--- config.mk ---
export PLATFORM = sky130hd
export DESIGN_NAME = block_cache_slot_manager_core
export DESIGN_NICKNAME = d
export VERILOG_FILES = /design/src/rtl/bcsm_pkg.sv /design/src/rtl/bcsm_cell.sv /design/src/rtl/bcsm_pick.sv /design/src/rtl/block_cache_slot_manager_core.sv
export SDC_FILE = /design/constraint.sdc
export NUM_CORES = 2
export LEC_CHECK = 0
export BUFFER_PORTS_ARGS = -buffer_cell sky130_fd_sc_hd__buf_4
export CAP_MARGIN = 20
export CORE_MARGIN = 2
export CORE_UTILIZATION = 45
export CTS_CLUSTER_DIAMETER = 200
export CTS_CLUSTER_SIZE = 25
export DETAILED_ROUTE_END_ITERATION = 10
export PLACE_DENSITY_LB_ADDON = 0.12
export REMOVE_ABC_BUFFERS = 1
export SETUP_SLACK_MARGIN = 0.4
export SYNTH_ARGS = -nofsm -noshare
export SYNTH_HDL_FRONTEND = slang
export SYNTH_HIERARCHICAL = 1
export SYNTH_SLANG_ARGS = --single-unit
--- constraint.sdc ---
create_clock -name clk -period 3.9 [get_ports clk]
set_clock_uncertainty 0.1 [all_clocks]
set_input_delay 0.585 -clock clk [delete_from_list [all_inputs] [get_ports clk]]
set_output_delay 0.585 -clock clk [all_outputs]
set_load 0.01 [all_outputs]
--- src/rtl/bcsm_pkg.sv ---
// shared types, constants and helpers for the block cache slot manager
// no dependencies
`timescale 1ns / 1ps
`default_nettype none

package bcsm_pkg;

  localparam int ENTRIES = 32;
  localparam int IDX_W   = (ENTRIES > 1) ? $clog2(ENTRIES) : 1;
  localparam int BLK_W   = 32;
  localparam int SLOT_W  = 5;

  typedef enum logic {
    OP_LOOKUP = 1'b0,
    OP_FLUSH  = 1'b1
  } op_t;

  typedef enum logic [1:0] {
    ST_IDLE,
    ST_UPD,
    ST_FLUSH,
    ST_DONE
  } state_t;

  typedef struct packed {
    op_t              opcode;
    logic [BLK_W-1:0] block_number;
    logic             is_write;
  } in_word_t;

  typedef struct packed {
    logic [SLOT_W-1:0] slot;
    logic              hit;
    logic              writeback_needed;
    logic [BLK_W-1:0]  writeback_block;
    logic              last;
  } out_word_t;

  typedef struct packed {
    logic             valid;
    logic             dirty;
    logic [BLK_W-1:0] tag;
  } cell_data_t;

  typedef struct packed {
    logic capture;
    logic shift;
    logic load;
    logic mark_dirty;
  } cell_ctrl_t;

  typedef struct packed {
    logic             hit;
    logic             free_found;
    logic [IDX_W-1:0] hit_idx;
    logic [IDX_W-1:0] free_idx;
  } pick_t;

  function automatic logic [SLOT_W-1:0] to_slot(input logic [IDX_W-1:0] idx);
    logic [IDX_W+SLOT_W-1:0] wide;
    wide = {{SLOT_W{1'b0}}, idx};
    return wide[SLOT_W-1:0];
  endfunction

endpackage

`default_nettype wire

--- src/rtl/bcsm_cell.sv ---
// one slot of the tag row: valid, dirty, tag and a registered tag match
// depends on bcsm_pkg
`timescale 1ns / 1ps
`default_nettype none

module bcsm_cell
  import bcsm_pkg::*;
(
  input  logic             clk,
  input  logic             rst_n,
  input  cell_ctrl_t       ctrl,
  input  logic [BLK_W-1:0] cmp_block,
  input  logic [BLK_W-1:0] ld_block,
  input  logic             ld_dirty,
  input  cell_data_t       nbr_in,
  output cell_data_t       data,
  output logic             match
);

  logic             valid_r;
  logic             dirty_r;
  logic [BLK_W-1:0] tag_r;
  logic             match_r;

  always_ff @(posedge clk) begin
    if (!rst_n) begin
      valid_r <= 1'b0;
      dirty_r <= 1'b0;
      match_r <= 1'b0;
    end else begin
      if (ctrl.shift) begin
        valid_r <= nbr_in.valid;
        dirty_r <= nbr_in.dirty;
      end else if (ctrl.load) begin
        valid_r <= 1'b1;
        dirty_r <= ld_dirty;
      end else if (ctrl.mark_dirty) begin
        dirty_r <= 1'b1;
      end
      if (ctrl.capture) begin
        match_r <= valid_r && (tag_r == cmp_block);
      end
    end
  end

  always_ff @(posedge clk) begin
    if (ctrl.shift) begin
      tag_r <= nbr_in.tag;
    end else if (ctrl.load) begin
      tag_r <= ld_block;
    end
  end

  assign data  = '{valid: valid_r, dirty: dirty_r, tag: tag_r};
  assign match = match_r;

endmodule

`default_nettype wire

--- src/rtl/bcsm_pick.sv ---
// slot selection: encodes the hit slot and finds the lowest free slot
// depends on bcsm_pkg
`timescale 1ns / 1ps
`default_nettype none

module bcsm_pick
  import bcsm_pkg::*;
(
  input  logic [ENTRIES-1:0] match_vec,
  input  logic [ENTRIES-1:0] valid_vec,
  output pick_t              pick
);

  logic [IDX_W-1:0] hit_idx;
  logic [IDX_W-1:0] free_idx;
  logic             free_found;

  // at most one valid slot matches, so an or of indexes encodes it
  always_comb begin
    hit_idx = '0;
    for (int i = 0; i < ENTRIES; i++) begin
      if (match_vec[i]) begin
        hit_idx = hit_idx | IDX_W'(i);
      end
    end
  end

  always_comb begin
    free_idx   = '0;
    free_found = 1'b0;
    for (int i = ENTRIES - 1; i >= 0; i--) begin
      if (!valid_vec[i]) begin
        free_found = 1'b1;
        free_idx   = IDX_W'(i);
      end
    end
  end

  assign pick = '{hit: |match_vec, free_found: free_found,
                  hit_idx: hit_idx, free_idx: free_idx};

endmodule

`default_nettype wire

--- src/rtl/block_cache_slot_manager_core.sv ---
// top level of the block cache slot manager: cell row, slot pick, control
// depends on bcsm_pkg, bcsm_cell, bcsm_pick
//
//   channel  ports                      handshake
//   input    start, busy, in_word       taken when start && !busy
//   result   out_valid, out_word        one-cycle strobe, no back-pressure
//
// lookup: tags compare in every cell at the accepting edge, the
//   next cycle picks the slot and updates the row
// flush: the row shifts toward slot 0 once per cycle, reporting
//   dirty slots, then ST_DONE gives the done word
// reset clears valid and dirty; tags are left as they are
// results cannot be stalled; busy is high only while a word is in work
`timescale 1ns / 1ps
`default_nettype none

module block_cache_slot_manager_core
  import bcsm_pkg::*;
(
  input  logic      clk,
  input  logic      rst_n,
  input  logic      start,
  input  in_word_t  in_word,
  output logic      busy,
  output logic      out_valid,
  output out_word_t out_word
);

  state_t           state_r, state_nxt;
  logic [IDX_W-1:0] vp_r, vp_nxt;
  logic [IDX_W-1:0] cnt_r, cnt_nxt;
  logic [BLK_W-1:0] req_block_r;
  logic             req_wr_r;
  logic             out_valid_r, out_valid_nxt;
  out_word_t        out_word_r, out_word_nxt;

  cell_ctrl_t       ctrl [ENTRIES];
  cell_data_t       data [ENTRIES];
  logic [ENTRIES-1:0] match_vec;
  logic [ENTRIES-1:0] valid_vec;
  pick_t            pick;
  logic             accept;
  logic [IDX_W-1:0] chosen;
  logic             evict;

  assign accept = start && (state_r == ST_IDLE);

  for (genvar g = 0; g < ENTRIES; g++) begin : g_cell
    cell_data_t nbr;
    if (g == ENTRIES - 1) begin : g_tail
      assign nbr = '0;
    end else begin : g_body
      assign nbr = data[g+1];
    end

    bcsm_cell u_cell (
      .clk       (clk),
      .rst_n     (rst_n),
      .ctrl      (ctrl[g]),
      .cmp_block (in_word.block_number),
      .ld_block  (req_block_r),
      .ld_dirty  (req_wr_r),
      .nbr_in    (nbr),
      .data      (data[g]),
      .match     (match_vec[g])
    );

    assign valid_vec[g] = data[g].valid;
  end

  bcsm_pick u_pick (
    .match_vec (match_vec),
    .valid_vec (valid_vec),
    .pick      (pick)
  );

  assign evict  = !pick.free_found;
  assign chosen = pick.free_found ? pick.free_idx : vp_r;

  // next state
  always_comb begin
    state_nxt = state_r;
    case (state_r)
      ST_IDLE: begin
        if (accept) begin
          state_nxt = (in_word.opcode == OP_FLUSH) ? ST_FLUSH : ST_UPD;
        end
      end
      ST_UPD:   state_nxt = ST_IDLE;
      ST_FLUSH: begin
        if (cnt_r == IDX_W'(ENTRIES - 1)) begin
          state_nxt = ST_DONE;
        end
      end
      ST_DONE:  state_nxt = ST_IDLE;
      default:  state_nxt = ST_IDLE;
    endcase
  end

  // outputs and row control
  always_comb begin
    vp_nxt        = vp_r;
    cnt_nxt       = cnt_r;
    out_valid_nxt = 1'b0;
    out_word_nxt  = '0;
    for (int i = 0; i < ENTRIES; i++) begin
      ctrl[i] = '{capture: accept, shift: 1'b0, load: 1'b0, mark_dirty: 1'b0};
    end
    case (state_r)
      ST_IDLE: begin
        cnt_nxt = '0;
      end
      ST_UPD: begin
        out_valid_nxt     = 1'b1;
        out_word_nxt.last = 1'b1;
        if (pick.hit) begin
          out_word_nxt.slot = to_slot(pick.hit_idx);
          out_word_nxt.hit  = 1'b1;
          for (int i = 0; i < ENTRIES; i++) begin
            ctrl[i].mark_dirty = req_wr_r && (IDX_W'(i) == pick.hit_idx);
          end
        end else begin
          out_word_nxt.slot = to_slot(chosen);
          for (int i = 0; i < ENTRIES; i++) begin
            ctrl[i].load = (IDX_W'(i) == chosen);
          end
          if (evict) begin
            vp_nxt = (vp_r == IDX_W'(ENTRIES - 1)) ? '0 : vp_r + 1'b1;
            if (data[vp_r].dirty) begin
              out_word_nxt.writeback_needed = 1'b1;
              out_word_nxt.writeback_block  = data[vp_r].tag;
            end
          end
        end
      end
      ST_FLUSH: begin
        for (int i = 0; i < ENTRIES; i++) begin
          ctrl[i].shift = 1'b1;
        end
        cnt_nxt = cnt_r + 1'b1;
        if (data[0].valid && data[0].dirty) begin
          out_valid_nxt                 = 1'b1;
          out_word_nxt.slot             = to_slot(cnt_r);
          out_word_nxt.writeback_needed = 1'b1;
          out_word_nxt.writeback_block  = data[0].tag;
        end
      end
      ST_DONE: begin
        out_valid_nxt     = 1'b1;
        out_word_nxt.last = 1'b1;
      end
      default: begin
        out_valid_nxt = 1'b0;
      end
    endcase
  end

  always_ff @(posedge clk) begin
    if (!rst_n) begin
      state_r     <= ST_IDLE;
      vp_r        <= '0;
      cnt_r       <= '0;
      out_valid_r <= 1'b0;
    end else begin
      state_r     <= state_nxt;
      vp_r        <= vp_nxt;
      cnt_r       <= cnt_nxt;
      out_valid_r <= out_valid_nxt;
    end
  end

  always_ff @(posedge clk) begin
    out_word_r <= out_word_nxt;
    if (accept) begin
      req_block_r <= in_word.block_number;
      req_wr_r    <= in_word.is_write;
    end
  end

  assign busy      = (state_r != ST_IDLE);
  assign out_valid = out_valid_r;
  assign out_word  = out_word_r;

endmodule

`default_nettype wire

; ---- After elaboration in Yosys (flattened, before gate mapping)
; Index checks and enable logic that the tools add are counted.
; W data, S select, Z words.
[classes]
addsub = 2
mul = 0
div_mod_pow = 0
magnitude_cmp = 1
eq_ne = 168
n_shift = 0
muxes = 903
bitwise_logic = 1
reduce_logical = 107
[ops]
columns = cell, n
row1 = $mux W32, 95
row2 = $eq A32 B32 Y1, 32
row3 = $mux W1, 679
row4 = $mux W33, 13
row5 = $mux W5, 59
row6 = $bmux W34 S5, 1
row7 = $eq A5 B5 Y1 const A, 32
row8 = $ne A4 B1 Y1 const B, 32
row9 = $ne A3 B1 Y1 const B, 32
row10 = $eq A4 B5 Y1 const A, 16
row11 = $mux W2, 39
row12 = $reduce_bool A2 Y1, 34
row13 = $logic_and A1 B1 Y1, 66
row14 = $pmux W33 S2, 1
row15 = $eq A3 B5 Y1 const A, 8
row16 = $mux W4, 8
row17 = $reduce_or A32 Y1, 1
row18 = $eq A2 B5 Y1 const A, 4
row19 = $pmux W5 S2, 2
row20 = $mux W3, 4
row21 = $add A5 B1 Y5 const B, 2
row22 = $eq A1 B5 Y1 const A, 2
row23 = $eq A5 B5 Y1 const B, 2
row24 = $logic_not A5 Y1, 2
row25 = other kinds (12), 16
[word_totals]
ff_bits = 1206
latchBits = 0
ram_bits = 0
rom_bits = 0
in_bits = 37
output_inout_bits = 42
word_cells = 1321
mem_count = 0

; ---- Depth between registers and ports, before layout
[depth]
word_depth = 46
ltp_mapped = 16
depth_no_buf = 14

; ---- Modules after synthesis
; Netlist, hierarchy kept.
[modules_own_cells]
columns = mod, instances, cells_each, area_per_inst_um2, seq_area_each_um2
row1 = bcsm_cell, 32, 128, 1838.0, 1021.0
row2 = block_cache_slot_manager_core, 1, 1112, 12110.4, 2052.0
row3 = bcsm_pick, 1, 91, 561.8, 0.0

; ---- Worst setup path after synthesis
; OpenSTA, ideal clock, no wires.
[synth_timing]
kind = register -> register
startpoint = register g_cell[26].u_cell.match_r
endpoint = register g_cell[13].u_cell.tag_r[0] (enable)
setup_ns = 0.375
arrival_time_ns = 2.835
required_ns = 3.425
path_slack_ns = 0.590
stages_incl_launch_ff = 11
n_path_buf = 1
period_less_slack_ns = 3.310
path_cell_list = dfxtp_1 or4_4 nor2_2 nand4_2 nand4b_4 clkbuf_1 nor2b_1 o211ai_1 or2_2 nor2_1 or2_2
[synth_rtl]
columns = item, line_no
row1 = from (decl), bcsm_cell.sv:23  ; logic match_r;
row2 = from (signal assigned), bcsm_cell.sv:41  ; match_r <= valid_r && (tag_r == cmp_block);
row3 = to (signal assigned), bcsm_cell.sv:48  ; tag_r <= nbr_in.tag;
row4 = to (signal assigned), bcsm_cell.sv:50  ; tag_r <= ld_block;
row5 = to (decl), bcsm_cell.sv:22  ; logic [BLK_W-1:0] tag_r;

==> metrics <==
status=finished clean; P_sw=between 10 and 15 mW; Clock power frac=18.1%; Avg Inst Size Synth=13.49 um^2; logic gate share of total power=a little under a third; 1st-iter DRT viols=3,863; yosys warns=6; routability cong.=a little under 0.9; clk_lat worst skew=720 ps; Clock transition at path regs=100 ps; CTS Sinks=roughly 1,200; Final period util=87.05%; Achievable Freq=0.2945 GHz; Post-synth EDFFs=1,057; ys async rst share=0%; antenna viol nets, final=0; top cell type's share of synthesized area=44.40%; fin cells=7,480; routed wire length per instance=27.37 um; largest net degree at the start of global routing=207; core area=roughly 160,000 um^2; Worst EP required=4180 ps; pwr/cell area=505.7 nW/um^2; FILL cells=13,930; H-tree Lvls=2; top cells by area, synth=edfxtp_1 (44%), mux2_2 (18%), xnor2_1 (11%); reg-to-reg critical path startpoint=g_cell[26].u_cell/match; Final Hold Slack=about 160 ps; internal power=26.43 mW; DIE HEIGHT=402.6 um; Switching Fraction=32.00%; Setup WS pre-CTS=28.07 ps; final wirelength=204,700 um; slew margin rel.=approximately 25%; GRT Util Overall=24.66%; vias in the first global route=44,080; P_leak=23.34 nW; final count of hold timing violations=0; HP Start=start; CTS tree=yes; setup TNS=0 ps; initial antenna violation count=2; Worst setup startpoint=g_cell[26].u_cell/match; Post-Synthesis Cells=5,299; Seq pwr share=51.0%; Synth Flop Type=edfxtp_1; Max-Cap Viols=0; CP startpoint kind=flop; ratio of cells with drive above 1 in the final layout=between 30 and 40%; global-route wire length before repair=303,500 um; unrepaired setup endpoints after global routing=false; Synth top cells by count=mux2_2 (1,153), edfxtp_1 (1,057), xnor2_1 (928); synth-to-layout area growth=7.521%; total CTS buffers=54; Pre-antenna DRT Iters=5; crit path max fanout=32; Worst VDD drop=0.4392 mV; Worst Setup End Kind=flop; Antenna Cells=0; CP Class=flop to flop; setup ws final=505.0 ps; Seq/Total Area, Yosys=roughly half; count leader, synth=mux2_2; Synth Cell Area=between 70,000 and 80,000 um^2; HPWL after DPL=around 150,000 um; fin. max-slew vios=0; synth unique cells=62; post-layout net count=around 5,400; CP arrival=3670 ps; clock root buffer=clkbuf_16; routed vias/inst=approximately 5.9; Initial Util=45.24%; Cells after DPL=approximately 7,400; total number of vias=44,170; Die ar.=around 160,000 um^2; grt total ovfl=0; Setup-failing EPs final=0; Die Wd=402.6 um; Hold Path Class=input port to flop; num rows=146; DRC=0; post-synth top area cell=edfxtp_1; io pins=79; Clock Path Buffers=3; port bufs=78; flops & latches, synth=1,206; min Tclk post-route=3395 ps; worst-margin pin slew=1121 ps
## placed cells by master (no fill, tap or decap), types with 13 or more instances in the layout
cell       synthesis  routed
a21oi_1           74      72
and2_1            36      36
buf_12             0      42
buf_4            185     219
clkbuf_1          47      44
clkbuf_16          0      57
conb_1             1      34
dfxtp_1          149     136
edfxtp_1        1057    1057
inv_1             13      13
mux2_2          1153    1153
mux2i_1          105     105
mux4_2           198     198
nand2_1          166     166
nand2b_1          37      37
nand3_1           42      42
nand3b_1          39      39
nand4_1          270     270
nor2_1           144     130
nor2b_1           18      17
nor3_1            70      70
nor4_1            76      76
o21ai_0           45      45
o21ai_1           34      34
o22ai_1           97      97
o311a_1           32      32
or2_2             38      32
xnor2_1          928     928
xor2_1            97      97
## final timing paths
check / to / slack (ps) / depth (start not counted)
setup / recovery: g_cell[12].u_cell/tag_r[11] / 500 / 10
hold / removal: state_r[0] / 160 / 4
hold reg to reg: g_cell[20].u_cell/match / 380 / 2
setup reg to reg: g_cell[12].u_cell/tag_r[11] / 500 / 10
## through the flow
step | util (%) | total power, mW | area, um^2
CTS | 48.40 | 38.95 | 76480
global placement | 47.31 | 31.62 | 74760
finish | 48.64 | 38.87 | 76870
global route | 48.64 | 40.60 | 76870
floorplan | - | 21.70 | 69670
detailed placement | 47.35 | 31.86 | 74820
## power groups by stage
stage / sequential (mW) / clock, mW / combinational [mW]
after floorplan: 16.3 / 0 / 5.45
after global placement: 20.1 / 0 / 11.5
after detailed placement: 20.2 / 0 / 11.7
after CTS: 19.9 / 7.30 / 11.8
after global routing: 20.1 / 7.62 / 12.9
final: 19.8 / 7.05 / 12.0
## critical path, cell delays in order (launching register included)
cell      delay, ps
dfxtp_1         330
or4_4           540
nor2_2          130
nand4_2         130
nand4b_4        340
nor2b_4         230
o211ai_1        160
or2_2           370
nor2_1          250
or2_2           170
buf_6           290
## cell type report
class / count / area [um^2] / share of cell area (%)
clock inverters: 2 / 28.78 / 0.03744
flip-flops and latches: 1206 / 34750 / 45.21
repair buffers: 282 / 2867 / 3.729
well taps: 2072 / 2592 / 3.373
multi-input cells: 3805 / 35040 / 45.58
inverters: 14 / 52.55 / 0.06837
clock buffers: 99 / 1541 / 2.005
## sequential cells by signal, summed over array words and instances, names as in the netlist
register	cells
g_cell.u_cell/tag_r	1024
out_word	40
g_cell.u_cell/dirty_r	32
g_cell.u_cell/match	32
g_cell.u_cell/valid_r	32
req_block_r	32
cnt_r	5
vp_r	5
state_r	2
out_valid	1
req_wr_r	1
## cells by family (layout without fill, tap and decap cells)
logic type      Yosys count  count (layout)  share of synthesized area, %
compound gates          320             320                         2.778
xor+xnor               1025            1025                         12.56
fa+ha+maj                 8               8                        0.1400
buf+inv                 322             397                         2.797
flops                  1206            1206                         48.57
mux                    1456            1456                         25.87
other cells               1              34                      0.005246
simple gates            961             962                         7.281
## repair_timing
item                                    4_1_cts  5_1_grt
pin swaps                                     1        1
buffers inserted                              3        1
endpoints found under the hold margin         1        0
hold buffers                                  1        0
endpoints found under the setup margin     1045     1060
gates resized for setup                      18       40
cloned                                        1        2
## metal layers
| metal | routed length (um) | vias up | global-route usage, % |
|---|---|---|---|
| met3 | 10080 | 134 | 2.193 |
| met2 | 90750 | 1075 | 37.12 |
| met1 | 100500 | 22700 | 38.87 |
| met5 | 0 | - | 0 |
| met4 | 3415 | 0 | 4.373 |
| li1 | - | 20260 | - |
No activity file was read; power rests on OpenSTA's default activity.
